$ cat config.mk
export PLATFORM = sky130hd
export DESIGN_NAME = n_queens_backtrack_search_flat
export DESIGN_NICKNAME = d
export VERILOG_FILES = /design/src/hdl/nq_pkg.sv /design/src/hdl/nq_chan_if.sv /design/src/hdl/nq_ctrl.sv /design/src/hdl/nq_datapath.sv /design/src/hdl/n_queens_backtrack_search.sv /design/src/flat_wrapper.sv
export SDC_FILE = /design/constraint.sdc
export NUM_CORES = 1
export LEC_CHECK = 0
export ABC_AREA = 1
export BUFFER_PORTS_ARGS = -buffer_cell sky130_fd_sc_hd__buf_2
export CORE_MARGIN = 5
export CORE_UTILIZATION = 65
export CTS_CLUSTER_SIZE = 8
export DETAILED_ROUTE_END_ITERATION = 7
export PLACE_DENSITY = 0.8
export SLEW_MARGIN = 20
export SYNTH_ARGS = -nofsm -noshare
export SYNTH_HDL_FRONTEND = slang
export SYNTH_HIERARCHICAL = 1
export SYNTH_SLANG_ARGS = --single-unit
$ cat constraint.sdc
create_clock -name clk -period 9.2 [get_ports clk]
set_input_delay 0.46 -clock clk [delete_from_list [all_inputs] [get_ports clk]]
set_output_delay 0.46 -clock clk [all_outputs]
set_load 0.02 [all_outputs]
$ cat src/hdl/nq_pkg.sv
// ----------------------------------------------------------------------------
// N-queens search package
// Shared constants, payload types, controller states and datapath commands.
// ----------------------------------------------------------------------------
package nq_pkg;

	localparam int MAX_BOARD_DEF = 16;
	localparam int BOARD_RESET   = 8;
	localparam int BSZ_W         = 5;
	localparam int ROW_W         = 4;
	localparam int COL_W         = 4;

	typedef struct packed {
		logic restart;
	} nq_in_t;

	typedef struct packed {
		logic [ROW_W-1:0] row_index;
		logic [COL_W-1:0] queen_column;
		logic             last_of_solution;
		logic             exhausted;
	} nq_out_t;

	typedef struct packed {
		logic [BSZ_W-1:0] board_size;
	} nq_cfg_t;

	typedef enum logic [1:0] {
		ST_IDLE,
		ST_SEARCH,
		ST_EMIT,
		ST_EXHAUST
	} nq_state_t;

	typedef enum logic [2:0] {
		OP_NONE,
		OP_INIT,
		OP_POP,
		OP_TRY,
		OP_EMIT_ROW,
		OP_EMIT_EXH
	} nq_op_t;

	typedef struct packed {
		logic started;
		logic at_solution;
		logic col_done;
		logic row_zero;
		logic cand_free;
		logic last_row;
		logic emit_last;
		logic out_free;
	} nq_status_t;

endpackage

$ cat src/hdl/nq_chan_if.sv
// ----------------------------------------------------------------------------
// Valid/ready channel
// Generic handshake channel carrying one payload item of type T.
// ----------------------------------------------------------------------------
interface nq_chan_if #(
	parameter type T = logic
) ();
	logic valid;
	logic ready;
	T     data;

	modport source (output valid, output data, input ready);
	modport sink (input valid, input data, output ready);
endinterface

$ cat src/hdl/nq_ctrl.sv
// ----------------------------------------------------------------------------
// N-queens controller
// State machine that sequences search, solution readout and exhaustion.
// ----------------------------------------------------------------------------
module nq_ctrl (
	input  logic               clk,
	input  logic               arst_n,
	input  logic               req_valid,
	input  logic               req_restart,
	output logic               req_ready,
	input  nq_pkg::nq_status_t status,
	output nq_pkg::nq_op_t     op,
	output nq_pkg::nq_state_t  state
);

	nq_pkg::nq_state_t state_q;
	nq_pkg::nq_state_t state_d;

	always_ff @(posedge clk or negedge arst_n) begin
		if (!arst_n) begin
			state_q <= nq_pkg::ST_IDLE;
		end else begin
			state_q <= state_d;
		end
	end

	always_comb begin
		state_d   = state_q;
		op        = nq_pkg::OP_NONE;
		req_ready = 1'b0;
		unique case (state_q)
			nq_pkg::ST_IDLE: begin
				req_ready = 1'b1;
				if (req_valid) begin
					if (req_restart || !status.started) begin
						op      = nq_pkg::OP_INIT;
						state_d = nq_pkg::ST_SEARCH;
					end else if (status.at_solution) begin
						op      = nq_pkg::OP_POP;
						state_d = nq_pkg::ST_SEARCH;
					end else begin
						state_d = nq_pkg::ST_EXHAUST;
					end
				end
			end
			nq_pkg::ST_SEARCH: begin
				if (status.col_done) begin
					if (status.row_zero) begin
						state_d = nq_pkg::ST_EXHAUST;
					end else begin
						op = nq_pkg::OP_POP;
					end
				end else begin
					op = nq_pkg::OP_TRY;
					if (status.cand_free && status.last_row) begin
						state_d = nq_pkg::ST_EMIT;
					end
				end
			end
			nq_pkg::ST_EMIT: begin
				if (status.out_free) begin
					op = nq_pkg::OP_EMIT_ROW;
					if (status.emit_last) begin
						state_d = nq_pkg::ST_IDLE;
					end
				end
			end
			nq_pkg::ST_EXHAUST: begin
				if (status.out_free) begin
					op      = nq_pkg::OP_EMIT_EXH;
					state_d = nq_pkg::ST_IDLE;
				end
			end
			default: begin
				state_d = nq_pkg::ST_IDLE;
			end
		endcase
	end

	assign state = state_q;

endmodule

$ cat src/hdl/nq_datapath.sv
// ----------------------------------------------------------------------------
// N-queens datapath
// Occupancy masks, column stack, row and column counters, output register.
// ----------------------------------------------------------------------------
module nq_datapath #(
	parameter int MAX_BOARD = nq_pkg::MAX_BOARD_DEF
) (
	input  logic                     clk,
	input  logic                     arst_n,
	input  nq_pkg::nq_op_t           op,
	output nq_pkg::nq_status_t       status,
	input  logic                     cfg_we,
	input  logic [nq_pkg::BSZ_W-1:0] cfg_size,
	output logic                     out_valid,
	input  logic                     out_ready,
	output nq_pkg::nq_out_t          out_item
);

	localparam int CW      = $clog2(MAX_BOARD + 1);
	localparam int SW      = $clog2(MAX_BOARD);
	localparam int DW      = 2 * MAX_BOARD - 1;
	localparam int DIW     = $clog2(DW);
	localparam int N_RESET = (nq_pkg::BOARD_RESET > MAX_BOARD) ? MAX_BOARD
		: nq_pkg::BOARD_RESET;

	logic [CW-1:0]        n_q;
	logic [CW-1:0]        r_q;
	logic [CW-1:0]        c_q;
	logic [SW-1:0]        k_q;
	logic                 started_q;
	logic [MAX_BOARD-1:0] colf_q;
	logic [DW-1:0]        risef_q;
	logic [DW-1:0]        fallf_q;
	logic [SW-1:0]        stack_q [MAX_BOARD];
	logic                 out_valid_q;
	nq_pkg::nq_out_t      out_q;

	logic [CW-1:0]        n_eff;
	logic [CW-1:0]        r_dec;
	logic [CW-1:0]        n_dec;
	logic [SW-1:0]        rd_addr;
	logic [SW-1:0]        rd_col;
	logic [CW:0]          cand_rise;
	logic [CW:0]          cand_fall;
	logic [CW:0]          pop_rise;
	logic [CW:0]          pop_fall;
	logic [MAX_BOARD-1:0] cand_col_hot;
	logic [DW-1:0]        cand_rise_hot;
	logic [DW-1:0]        cand_fall_hot;
	logic [MAX_BOARD-1:0] pop_col_hot;
	logic [DW-1:0]        pop_rise_hot;
	logic [DW-1:0]        pop_fall_hot;
	logic                 cand_ok;
	logic                 out_free;

	// Board size zero counts as one; sizes above the maximum saturate.
	always_comb begin
		if (cfg_size == '0) begin
			n_eff = CW'(1);
		end else if (cfg_size > nq_pkg::BSZ_W'(MAX_BOARD)) begin
			n_eff = CW'(MAX_BOARD);
		end else begin
			n_eff = CW'(cfg_size);
		end
	end

	assign r_dec   = r_q - CW'(1);
	assign n_dec   = n_q - CW'(1);
	assign rd_addr = (op == nq_pkg::OP_EMIT_ROW) ? k_q : r_dec[SW-1:0];
	assign rd_col  = stack_q[rd_addr];

	// Rising diagonal index is row - col + N - 1, falling is row + col.
	assign cand_rise = {1'b0, r_q} + {1'b0, n_dec} - {1'b0, c_q};
	assign cand_fall = {1'b0, r_q} + {1'b0, c_q};
	assign pop_rise  = {1'b0, r_dec} + {1'b0, n_dec} - (CW + 1)'(rd_col);
	assign pop_fall  = {1'b0, r_dec} + (CW + 1)'(rd_col);

	assign cand_col_hot  = {{(MAX_BOARD - 1){1'b0}}, 1'b1} << c_q[SW-1:0];
	assign cand_rise_hot = {{(DW - 1){1'b0}}, 1'b1} << cand_rise[DIW-1:0];
	assign cand_fall_hot = {{(DW - 1){1'b0}}, 1'b1} << cand_fall[DIW-1:0];
	assign pop_col_hot   = {{(MAX_BOARD - 1){1'b0}}, 1'b1} << rd_col;
	assign pop_rise_hot  = {{(DW - 1){1'b0}}, 1'b1} << pop_rise[DIW-1:0];
	assign pop_fall_hot  = {{(DW - 1){1'b0}}, 1'b1} << pop_fall[DIW-1:0];

	assign cand_ok = (c_q < n_q) && ((colf_q & cand_col_hot) != '0)
		&& ((risef_q & cand_rise_hot) != '0) && ((fallf_q & cand_fall_hot) != '0);

	assign out_free = !out_valid_q || out_ready;

	always_comb begin
		status             = '0;
		status.started     = started_q;
		status.at_solution = (r_q == n_q);
		status.col_done    = (c_q >= n_q);
		status.row_zero    = (r_q == '0);
		status.cand_free   = cand_ok;
		status.last_row    = (r_q == n_dec);
		status.emit_last   = (CW'(k_q) == n_dec);
		status.out_free    = out_free;
	end

	always_ff @(posedge clk or negedge arst_n) begin
		if (!arst_n) begin
			n_q         <= CW'(N_RESET);
			r_q         <= '0;
			c_q         <= '0;
			k_q         <= '0;
			started_q   <= 1'b0;
			colf_q      <= '1;
			risef_q     <= '1;
			fallf_q     <= '1;
			out_valid_q <= 1'b0;
		end else begin
			if (cfg_we) begin
				n_q       <= n_eff;
				r_q       <= '0;
				started_q <= 1'b0;
				colf_q    <= '1;
				risef_q   <= '1;
				fallf_q   <= '1;
			end
			unique case (op)
				nq_pkg::OP_INIT: begin
					r_q       <= '0;
					c_q       <= '0;
					started_q <= 1'b1;
					colf_q    <= '1;
					risef_q   <= '1;
					fallf_q   <= '1;
				end
				nq_pkg::OP_POP: begin
					r_q     <= r_dec;
					c_q     <= CW'(rd_col) + CW'(1);
					colf_q  <= colf_q ^ pop_col_hot;
					risef_q <= risef_q ^ pop_rise_hot;
					fallf_q <= fallf_q ^ pop_fall_hot;
				end
				nq_pkg::OP_TRY: begin
					if (cand_ok) begin
						r_q     <= r_q + CW'(1);
						c_q     <= '0;
						k_q     <= '0;
						colf_q  <= colf_q ^ cand_col_hot;
						risef_q <= risef_q ^ cand_rise_hot;
						fallf_q <= fallf_q ^ cand_fall_hot;
					end else begin
						c_q <= c_q + CW'(1);
					end
				end
				nq_pkg::OP_EMIT_ROW: begin
					k_q <= k_q + SW'(1);
				end
				default: begin
				end
			endcase
			if (op == nq_pkg::OP_EMIT_ROW || op == nq_pkg::OP_EMIT_EXH) begin
				out_valid_q <= 1'b1;
			end else if (out_ready) begin
				out_valid_q <= 1'b0;
			end
		end
	end

	// Column stack and result payload carry no reset.
	always_ff @(posedge clk) begin
		if (op == nq_pkg::OP_TRY && cand_ok) begin
			stack_q[r_q[SW-1:0]] <= c_q[SW-1:0];
		end
		if (op == nq_pkg::OP_EMIT_ROW) begin
			out_q.row_index        <= nq_pkg::ROW_W'(k_q);
			out_q.queen_column     <= nq_pkg::COL_W'(rd_col);
			out_q.last_of_solution <= (CW'(k_q) == n_dec);
			out_q.exhausted        <= 1'b0;
		end else if (op == nq_pkg::OP_EMIT_EXH) begin
			out_q.row_index        <= '0;
			out_q.queen_column     <= '0;
			out_q.last_of_solution <= 1'b1;
			out_q.exhausted        <= 1'b1;
		end
	end

	assign out_valid = out_valid_q;
	assign out_item  = out_q;

endmodule

$ cat src/hdl/n_queens_backtrack_search.sv
// ----------------------------------------------------------------------------
// N-queens backtracking search
// Finds the next placement of N non-attacking queens on each request.
// ----------------------------------------------------------------------------
//
//   Channel  Direction  Payload                                      Handshake
//   req      in         restart                                      valid/ready
//   rsp      out        row_index, queen_column, last_of_solution,   valid/ready
//                       exhausted
//   cfg      in         board_size                                   valid/ready
//
// A request is taken while the block is idle, then the search tries one
// candidate column per cycle and backtracks one row at a time, so the time
// to the next solution follows the shape of the search tree. A solution is
// then read out one row per cycle while the result side keeps taking rows,
// and an exhausted result is a single item. The result register lets the
// block take the next request while the final result of the previous one
// still waits; a stalled result holds the readout. Reset sets the board size
// to eight and abandons any search in progress.
//
module n_queens_backtrack_search #(
	parameter int MAX_BOARD = nq_pkg::MAX_BOARD_DEF
) (
	input logic      clk,
	input logic      arst_n,
	nq_chan_if.sink   req,
	nq_chan_if.source rsp,
	nq_chan_if.sink   cfg
);

	nq_pkg::nq_status_t status;
	nq_pkg::nq_op_t     op;
	nq_pkg::nq_state_t  state;

	// Configuration writes are always taken; the user must write only when idle.
	assign cfg.ready = 1'b1;

	// The controller decides one command per cycle from the datapath status.
	nq_ctrl u_ctrl (
		.clk         (clk),
		.arst_n      (arst_n),
		.req_valid   (req.valid),
		.req_restart (req.data.restart),
		.req_ready   (req.ready),
		.status      (status),
		.op          (op),
		.state       (state)
	);

	// The datapath holds the masks, the column stack and the result register.
	nq_datapath #(
		.MAX_BOARD (MAX_BOARD)
	) u_datapath (
		.clk       (clk),
		.arst_n    (arst_n),
		.op        (op),
		.status    (status),
		.cfg_we    (cfg.valid),
		.cfg_size  (cfg.data.board_size),
		.out_valid (rsp.valid),
		.out_ready (rsp.ready),
		.out_item  (rsp.data)
	);

`ifndef SYNTHESIS
	// A queen is only placed on a column inside the board.
	a_try_in_range: assert property (@(posedge clk) disable iff (!arst_n)
		op == nq_pkg::OP_TRY |-> !status.col_done)
		else $error("try issued past the last column");

	// Backtracking never pops below the first row.
	a_pop_nonzero: assert property (@(posedge clk) disable iff (!arst_n)
		op == nq_pkg::OP_POP |-> !status.row_zero)
		else $error("backtrack issued at row zero");

	// An exhausted result always carries zero fields and closes the item.
	a_exh_fields: assert property (@(posedge clk) disable iff (!arst_n)
		$past(op) == nq_pkg::OP_EMIT_EXH |-> rsp.valid && rsp.data.exhausted
			&& rsp.data.last_of_solution && rsp.data.row_index == '0
			&& rsp.data.queen_column == '0)
		else $error("malformed exhausted result");

	// Results are only loaded in the emit and exhaust states, never in idle or search.
	a_emit_state: assert property (@(posedge clk) disable iff (!arst_n)
		(op == nq_pkg::OP_EMIT_ROW || op == nq_pkg::OP_EMIT_EXH)
			|-> state != nq_pkg::ST_IDLE && state != nq_pkg::ST_SEARCH)
		else $error("result loaded outside readout");
`endif

endmodule

$ cat src/flat_wrapper.sv
// flat-port wrapper written by rule: the top's interface ports become plain ports
module n_queens_backtrack_search_flat 
#(
	parameter int MAX_BOARD = nq_pkg::MAX_BOARD_DEF
)
  (clk, arst_n, req_valid, req_data, req_ready, rsp_valid, rsp_data, rsp_ready, cfg_valid, cfg_data, cfg_ready);
  nq_chan_if #(.T(nq_pkg::nq_in_t)) req_i ();
  nq_chan_if #(.T(nq_pkg::nq_out_t)) rsp_i ();
  nq_chan_if #(.T(nq_pkg::nq_cfg_t)) cfg_i ();
  input logic clk;
  input logic arst_n;
  input wire logic [$bits(req_i.valid)-1:0] req_valid;
  input wire logic [$bits(req_i.data)-1:0] req_data;
  output wire logic [$bits(req_i.ready)-1:0] req_ready;
  output wire logic [$bits(rsp_i.valid)-1:0] rsp_valid;
  output wire logic [$bits(rsp_i.data)-1:0] rsp_data;
  input wire logic [$bits(rsp_i.ready)-1:0] rsp_ready;
  input wire logic [$bits(cfg_i.valid)-1:0] cfg_valid;
  input wire logic [$bits(cfg_i.data)-1:0] cfg_data;
  output wire logic [$bits(cfg_i.ready)-1:0] cfg_ready;
  assign req_i.valid = req_valid;
  assign req_i.data = req_data;
  assign req_ready = req_i.ready;
  assign rsp_valid = rsp_i.valid;
  assign rsp_data = rsp_i.data;
  assign rsp_i.ready = rsp_ready;
  assign cfg_i.valid = cfg_valid;
  assign cfg_i.data = cfg_data;
  assign cfg_ready = cfg_i.ready;
  n_queens_backtrack_search #(.MAX_BOARD(MAX_BOARD)) u_core (.clk(clk), .arst_n(arst_n), .req(req_i), .rsp(rsp_i), .cfg(cfg_i));
endmodule
Word level (Yosys, flattened, before mapping)

Memory sizes are Yosys's and may differ from the RTL's.
Cells that the tools add are included.

Add/subtract/negate cells: 12
Multiply operators: 0
Div/mod/pow operators: 0
Order comparisons: 3
Eq/ne operators: 18
Shifts and indexed selects: 6
Multiplexer cells: 46
Bitwise gates (word level): 9
Reductions and logical operators: 23

Operators with widths:

| kind                   | number |
|---|---|
| $pmux W31 S3           | 2 |
| $mux W31               | 4 |
| $shl A1 B5 Y31 const A | 4 |
| $xor A31 B31 Y31       | 4 |
| $and A31 B31 Y31       | 2 |
| $reduce_bool A31 Y1    | 2 |
| $pmux W16 S3           | 1 |
| $mux W16               | 2 |
| $shl A1 B4 Y16 const A | 2 |
| $xor A16 B16 Y16       | 2 |
| $pmux W5 S3            | 2 |
| $mux W2                | 13 |
| $mux W5                | 5 |
| $mux W10               | 2 |
| $and A16 B16 Y16       | 1 |
| $reduce_bool A16 Y1    | 1 |
| $add A5 B5 Y5          | 3 |
| $pmux W3 S4            | 1 |
| $add A5 B1 Y5 const B  | 2 |
| $eq A5 B5 Y1           | 2 |
| $logic_not A5 Y1       | 2 |
| $sub A5 B1 Y5 const B  | 2 |
| $mux W3                | 3 |
| $mux W4                | 2 |
| other kinds (29)       | 51 |

Flip-flop bits (word level): 111
Latch bits: 0
Memory bits (writable): 64
Memory bits (read-only): 0
Output and inout port bits: 13
Word-level logic and storage cells: 132
Memories kept: 1

Memories:

| name                      | words | bits a word | rd ports | clocked after memory_dff | wr ports | RTL line          | source |
|---|---|---|---|---|---|---|---|
| u_core.u_datapath.stack_q | 16    | 4           | 1        | 0                        | 1        | nq_datapath.sv:34 | `logic [SW-1:0] stack_q [MAX_BOARD];` |

Logic depth before layout (Yosys ltp)

Gate-level depths: netlist (run 1).

Depth after elaboration: 12
Depth in mapped cells: 36
Gate-level depth less buffers: 33

By module

Netlist (run 1), hierarchy kept.

By module, submodules not included:

| module                    | times used | cells an instance | area each (µm²) |
|---|---|---|---|
| nq_datapath               | 1          | 1774              | 13728.2 |
| nq_ctrl                   | 1          | 44                | 262.8 |
| n_queens_backtrack_search | 1          | 2                 | 11.3 |

Least setup slack after synthesis (run 1)

No wires, ideal clock.

Path type: register -> register
From: register u_core.u_datapath.c_q[0]
To: register u_core.u_datapath.risef_q[23]
Setup time: 0.098 ns
Arrival: 5.047 ns
Required time: 9.102 ns
Path slack: 4.055 ns
Cell stages (with the launch flop): 30
Path buffers: 2
Cells stage by stage: dfrtp_1 > inv_1 > ha_1 > nor3_1 > nor2_1 > nand2_1 > nand2_1 > nand2_1 > o21ai_0 > nor2_2 > nand3_1 > nand2_2 > buf_6 > nand2_1 > nand3_1 > nand3_1 > nand3_1 > nand2_1 > buf_2 > fa_1 > inv_1 > ha_1 > a21oi_1 > nand2_1 > xnor2_2 > inv_1 > nor4_1 > nand3_1 > nand3_1 > nand4_1

RTL lines:

| element                | RTL line           | source |
|---|---|---|
| from (decl)            | nq_datapath.sv:28  | `logic [CW-1:0] c_q;` |
| from (signal assigned) | nq_datapath.sv:133 | `c_q <= CW'(rd_col) + CW'(1);` |
| from (signal assigned) | nq_datapath.sv:147 | `c_q <= c_q + CW'(1);` |
| to (signal assigned)   | nq_datapath.sv:135 | `risef_q <= risef_q ^ pop_rise_hot;` |
| to (signal assigned)   | nq_datapath.sv:144 | `risef_q <= risef_q ^ cand_rise_hot;` |
| to (decl)              | nq_datapath.sv:32  | `logic [DW-1:0] risef_q;` |

==> impl_results.md, run 1 <==
- Post-CTS sizing: 0
- Layout Nets: between 1.5k and 2k
- Layout cells sized above 1: 0.110
- Area growth from synthesis to layout: 5.22%
- Worst Tran Pin Value: roughly 1.1 ns
- Placed insts: between 2k and 2.5k
- Largest delay contributor family on the critical path: simple AND/OR/NAND/NOR gates
- Yosys warns: 6
- Vias in the first global route: 12.8k
- RSZ-0062 raised after global routing: false
- Count of final hold-check violations: 0
- Most used cell, CP: nand2_1
- Vias/cell: between 6 and 7
- Post-synth net total: around 2.0k
- Clock slew at reported path FFs: 0.08 ns
- EDFF count, synth: 73
- Main flop type after synthesis: dfstp_2
- Crit Path Class: register to register
- First-pass GRT wire length: roughly 65 mm
- Setup Viol. Count Final: 0
- Grt ovf: 0
- Nature of the critical path endpoint: register
- Starting density of the core: 0.664
- Critical path peak fanout: 32
- Synth async-reset ratio: 0.577
- Syn Inst Count: roughly 1.8k
- Post-CTS Hold Fix Bufs: 0
- TritonCTS Buffers: 17
- Final HPWL DP: about 26 mm
- Startpoint Class: register
- 1st-iter DRT viols: 1423
- Setup TNS: 0 ns
- Postcts setup bufs: 0
- Residual DRC: 0
- Fillers: 1718
- Commonest non-fill, non-tap cell in the layout: nand2_1
- Die area: around 25000 µm²
- CP peak stage delay: 0.94 ns
- Std-Cell Rows: 53
- Final-report max-slew violation count: 0
- Crit path required time: 9.52 ns
- Cell Area, Synth: 14000 µm²
- Count of cell types in the netlist: between 50 and 60
- Io pins: 24
- Clock tree buffer depth: 2
- Period utilisation layout: 0.826
- Flops & latches, synth: about 180
- Sequential area share after synthesis: 0.346
- Clock Tree Root: clkbuf_16
- Most frequent cells in the layout: 297 x nand2_1, 274 x nand3_1, 208 x inv_1, 148 x nor2_1, 123 x ha_1
- H-tree Lvls: 4
- GPL Wtd Cong: around 0.95
- Detailed Route WL: roughly 40 mm
- Achievable Freq: 132 MHz
- Port bufs: 22
- Die W: roughly 160 µm
- Largest net degree at the start of global routing: approximately 110
- Core area: between 20000 and 25000 µm²
- Status: finished clean
- Layout Skew: about 0.016 ns
- Slowest-stage cell, CP: dfrtp_1
- Relative slew slack: 0.243
- Initial antenna violation count: 0
- CTS tree: built
- Syn Area/Cell: 7.69 µm²
- Arr. time, crit path: between 7 and 8 ns
- DRT Pass-1 Iters: 6
- Overall die height: 157 µm
- WP buf/inv: 1
- Wire per inst: between 15 and 20 µm
- Worst-Skew Late Latency: between 0.4 and 0.5 ns
- Minimum clock period: approximately 7.6 ns
- Max_cap viols: 0
- Clk sinks: roughly 180
- Ant diodes: 0
- Final ANT Viol Nets: 0
- Worst hold path class: input port to async pin
- Via Count: 13.3k
- Final Non-Filler Cells: around 2.1k
- Total global-route track usage: 0.327
[through the flow]
step | hold slack (ns) | area, µm² | utilization | worst slack (ns)
6_report | 0.0455 | 14700 | 0.699 | 1.60
5_1_grt | 0.0752 | 14700 | 0.699 | 1.06
4_1_cts | 0.0497 | 14700 | 0.699 | 1.75
3_5_place_dp | 0.511 | 14100 | 0.669 | 1.78
3_3_place_gp | 0.471 | 14100 | 0.669 | 2.15
2_1_floorplan | 0.164 | 14000 | - | 4.06
[flip-flops by register name, summed over array words and instances, names as in the netlist]
| name | cells |
|---|---|
| u_core/u_datapath/colf_q | 16 |
| u_core/u_datapath/c_q | 5 |
| u_core/u_datapath/r_q | 5 |
| u_core/u_datapath/stack_q | 64 |
| u_core/u_datapath/fallf_q | 31 |
| u_core/u_datapath/risef_q | 31 |
| u_core/u_ctrl/state | 2 |
| u_core/u_datapath/out_item | 10 |
| u_core/u_datapath/out_valid | 1 |
| u_core/u_datapath/k_q | 4 |
| u_core/u_datapath/n_q | 5 |
| u_core/u_datapath/started_q | 1 |
[metal layers]
metal | part of all wire | GRT usage | up-vias
li1 | - | - | 6199
met1 | 0.40 | 0.430 | 6260
met2 | 0.47 | 0.535 | 740
met3 | 0.088 | 0.0509 | 147
met4 | 0.041 | 0.147 | 0
met5 | 0 | 0 | -
[final cells by class]
| class | instances | area [µm²] | area share |
|---|---|---|---|
| multi-input combinational | 1323 | 7860 | 0.533 |
| sequential | 175 | 4840 | 0.328 |
| inverter | 219 | 825 | 0.0560 |
| clock buffer | 17 | 425 | 0.0289 |
| tap | 275 | 344 | 0.0234 |
| timing repair buffer | 40 | 248 | 0.0168 |
| clock inverter | 15 | 196 | 0.0133 |
[synth_stat cells, types with 32 or more instances]
| cell type | number | area share |
|---|---|---|
| nand4_1 | 77 | 0.034 |
| nand2_1 | 298 | 0.080 |
| ha_1 | 123 | 0.11 |
| nor2_1 | 151 | 0.040 |
| dfstp_2 | 79 | 0.15 |
| o211ai_1 | 67 | 0.036 |
| nand3_1 | 274 | 0.098 |
| inv_1 | 209 | 0.056 |
| clkbuf_1 | 60 | 0.016 |
| a21oi_1 | 32 | 0.011 |
| nor3_1 | 61 | 0.022 |
| o21ai_0 | 95 | 0.034 |
| edfxtp_1 | 73 | 0.16 |
[cells by family (layout without fill, tap and decap cells)]
family                   after synthesis  after routing  share of synthesized area
flip-flops                           175            175                      0.346
adder cells (fa/ha/maj)              133            133                      0.124
AO/OA/AOI/OAI                        250            250                      0.113
AND/OR/NAND/NOR                      909            909                      0.299
XOR/XNOR                              30             30                     0.0220
other                                  1              1                   0.000268
buffers and inverters                322            291                     0.0955
[path summary, 6_finish.rpt]
path	cells after the start	slack (ns)	from	end
worst max-delay path	27	1.60	u_core/u_datapath/c_q[1]	u_core/u_datapath/risef_q[9]
worst min-delay path	1	0.05	arst_n	u_core/u_datapath/r_q[4]
worst max register to register	27	1.60	u_core/u_datapath/c_q[1]	u_core/u_datapath/risef_q[9]
worst min register to register	2	0.53	u_core/u_datapath/started_q	u_core/u_datapath/started_q
max in group asynchronous	2	7.91	arst_n	u_core/u_datapath/n_q[0]
min in group clk	3	0.25	cfg_data[3]	u_core/u_datapath/n_q[3]
[worst reg2reg max path: stages (launching register included)]
cell and delay, ns:
dfrtp_1 0.94, ha_1 0.38, nand2_1 0.09, nor3_1 0.06, nor2_1 0.18, nand2_1 0.14
o221ai_1 0.54, nor2_2 0.11, nand2_2 0.40, nand2_1 0.28, nand2_2 0.44, nand2_1 0.10
nand3_1 0.10, nand3_1 0.09, nand3_1 0.10, nand2_1 0.29, fa_1 0.63, fa_1 0.42
nand3_1 0.09, nand2_1 0.07, xor2_1 0.15, or2_2 0.30, nand2_2 0.46, inv_1 0.61
nand2_1 0.23, nand2_1 0.10, nand3_1 0.07, nand4_1 0.10
Power of run 1 is left out: the tool's default activity adds up to more than one toggle a clock period on the data nets, which glitch-free logic cannot reach.
==> inputs of run 2 (changes only) <==
- ABC_AREA: 1 -> 0
- CORE_UTILIZATION: 65 -> 58
- PLACE_DENSITY: 0.8 -> 0.75
- clock period: 9.2 -> 6.4 ns (I/O delays scaled with it)
==> impl_results.md, run 2 <==
- Worst r2r src: u_core/u_datapath/n_q[3]
- Worst hold path class: input port to register
- EDFF count, synth: 73 (unchanged)
- Residual DRC: 0 (unchanged)
- Worst r2r dst: u_core/u_datapath/risef_q[10]
- Layout Nets: 1707 (-11%)
- Fillers: 1961 (+14%)
- Share of the synthesized area in the top cell type: 0.159 (+0.00256)
- Clock tree buffer depth: 2 (unchanged)
- Detailed Route WL: 40.8 mm (+1.9%)
- Final Util: 0.648 (-0.0505)
- Worst Tran Pin Value: 0.968 ns (-0.167 ns)
- CP peak stage delay: 0.53 ns (-0.41 ns)
- Layout cells sized above 1: 0.170 (+0.0605)
- Sequential area share after synthesis: 0.351 (+0.00565)
- Cell accounting for the most synthesized area: edfxtp_1
- Die area: 26900 µm² (+9.6%)
- Most frequent cells in the layout: 191 x nand2_1, 154 x nor2_1, 123 x ha_1, 104 x a31oi_1, 80 x buf_4
- Metal2 WL: 19.5 mm (+4.3%)
- Overall die height: 164 µm (+4.7%)
- Nature of the critical path endpoint: register
- Clk sinks: 175 (unchanged)
- Final-report max-slew violation count: 0 (unchanged)
- CTS tree: built
- Yosys warns: 6 (unchanged)
- Vias in the first global route: 12.2k (-4.3%)
- Critical path peak fanout: 10 (-69%)
- Period utilisation layout: 0.952 (+0.126)
- Port bufs: 22 (unchanged)
- Commonest cells post-synth: 192 x nand2_1, 159 x nor2_1, 123 x ha_1
- 1st-iter DRT viols: 1374 (-3.4%)
- Status: finished clean
- Die W: 164 µm (+4.7%)
- Placed insts: 1861 (-8.4%)
- Startpoint Class: register
- Final Non-Filler Cells: 1895 (-8.2%)
- First-pass GRT wire length: 65.1 mm (+0.39%)
- Cell Area, Synth: 13800 µm² (-1.6%)
- Initial antenna violation count: 1 (+1)
- Routed length on met1: 16.6 mm (+3.3%)
- Count of cell types in the netlist: 81 (+56%)
- Setup TNS: 0 ns (unchanged)
- Area growth from synthesis to layout: 10.1%
- Commonest non-fill, non-tap cell in the layout: nand2_1
- Slowest-stage cell, CP: dfstp_2
- Achievable Freq: 164 MHz (+25%)
- Total global-route track usage: 0.303 (-0.0234)
- Clock Tree Root: clkbuf_16
- Wire per inst: 21.5 µm (+11%)
- Hold Startpoint: cfg_data[4]
- Syn Inst Count: 1547 (-15%)
- Arr. time, crit path: 6.48 ns (-1.44 ns)
- Max reg flops: 64 (unchanged)
- Core area: 23400 µm² (+11%)
- Crit Path Class: register to register
- Flops & latches, synth: 175 (unchanged)
- Main flop type after synthesis: dfstp_2
- Final ANT Viol Nets: 0 (unchanged)
- GPL Wtd Cong: 0.913 (-3.9%)
- WHS Endpoint: u_core/u_datapath/n_q[3]
- Synth area leaders: edfxtp_1 16%, dfstp_2 15%, ha_1 11%, nand2_1 5.2%, a31oi_1 4.7%
- Reg2reg setup slack: 0.31 ns (-1.29 ns)
- Post-synth net total: 1691 (-14%)
- Final hold slack: 0.0717 ns (+0.0262 ns)
- Top-count cell post-synth: nand2_1
- Count of final hold-check violations: 0 (unchanged)
- Hold Path Depth: 2
- Ant diodes: 0 (unchanged)
- Highest metal layer with signal wires: met5
- Minimum clock period: 6.09 ns (-1.51 ns)
- Crit path required time: 6.79 ns (-2.73 ns)
- Layout Skew: 0.0173 ns (+0.00176 ns)
- Worst-Skew Late Latency: 0.45 ns (about the same)
- Worst R2R Path Depth: 29 (+7.4%)
- RSZ-0062 raised after global routing: false
- Largest net degree at the start of global routing: 98 (-8.4%)
- Clock slew at reported path FFs: 0.07 ns (about the same)
- Worst Setup SP: u_core/u_datapath/n_q[3]
- Via Count: 12.7k (-4.8%)
- H-tree Lvls: 4 (unchanged)
- Synth async-reset ratio: 0.577 (unchanged)
- Syn Area/Cell: 8.91 µm² (+16%)
- Final HPWL DP: 26.9 mm (+4.4%)
- Vias/cell: 6.71 (+3.7%)
- Relative slew slack: 0.355 (+0.112)
- Io pins: 24 (unchanged)
- Max_cap viols: 0 (unchanged)
- WL met3: 2.97 mm (-16%)
- Grt ovf: 0 (unchanged)
- Starting density of the core: 0.589 (-0.0753)
- Setup Viol. Count Final: 0 (unchanged)
- Std-Cell Rows: 56 (+5.7%)
- TritonCTS Buffers: 17 (unchanged)
- DRT Pass-1 Iters: 6 (unchanged)
-- run 2: metrics by stage --
| stage | worst slack (ns) | area, µm² |
|---|---|---|
| after floorplan | 0.310 | 13800 |
| after global placement | 0.183 | 14500 |
| after detailed placement | -0.0578 | 14500 |
| after CTS | 0.0719 | 15100 |
| after global routing | 0.00584 | 15200 |
| final | 0.310 | 15200 |
-- run 2: layer usage --
| metal | vias to the layer above | global-route usage |
|---|---|---|
| met4 | 2 | 0.130 |
| met1 | 6132 | 0.394 |
| li1 | 5800 | - |
| met5 | - | 0 |
| met2 | 634 | 0.502 |
| met3 | 143 | 0.0497 |
-- run 2: worst max-delay path, delay by kind of cell (launching register included) --
family,cells,cell delay (ns)
AO/OA/AOI/OAI,13,2.53
AND/OR/NAND/NOR,6,0.68
XOR/XNOR,2,0.34
buffers and inverters,5,0.68
adder cells (fa/ha/maj),3,1.25
flip-flops,1,0.53
-- run 2: what timing repair did --
action | 4_1_cts | 5_1_grt
hold buffers | 1 | 0
cloned | 0 | 1
buffers inserted | 0 | 0
setup endpoints to repair | 8 | 32
pin swaps | 0 | 4
hold endpoints to repair | 19 | 0
gates resized for setup | 1 | 9
-- run 2: layout make-up --
cell class                 count  area, µm²  area share
clock inverter                15        181      0.0120
inverter                      64        240      0.0158
tap                          319        399      0.0263
clock buffer                  17        425      0.0280
sequential                   175       4840       0.319
multi-input combinational   1196       8260       0.545
timing repair buffer         109        823      0.0543
-- run 2: how the worst max path moves through the flow --
stage,end,slack [ns]
after floorplan,u_core/u_datapath/risef_q[4],0.31
after global placement,u_core/u_datapath/risef_q[5],0.18
after detailed placement,u_core/u_datapath/risef_q[1],-0.06
after CTS,u_core/u_datapath/fallf_q[15],0.07
after global routing,u_core/u_datapath/risef_q[11],0.006
final,u_core/u_datapath/risef_q[10],0.31
-- run 2: kinds of logic after synthesis --
family          Yosys count  synth area share
simple gates            580             0.203
mux                      16            0.0116
compound gates          420             0.225
fa+ha+maj               133             0.126
flops                   175             0.351
buf+inv                 176            0.0535
other cells               1          0.000272
xor+xnor                 46            0.0292
Power of run 2 is left out for the same reason.
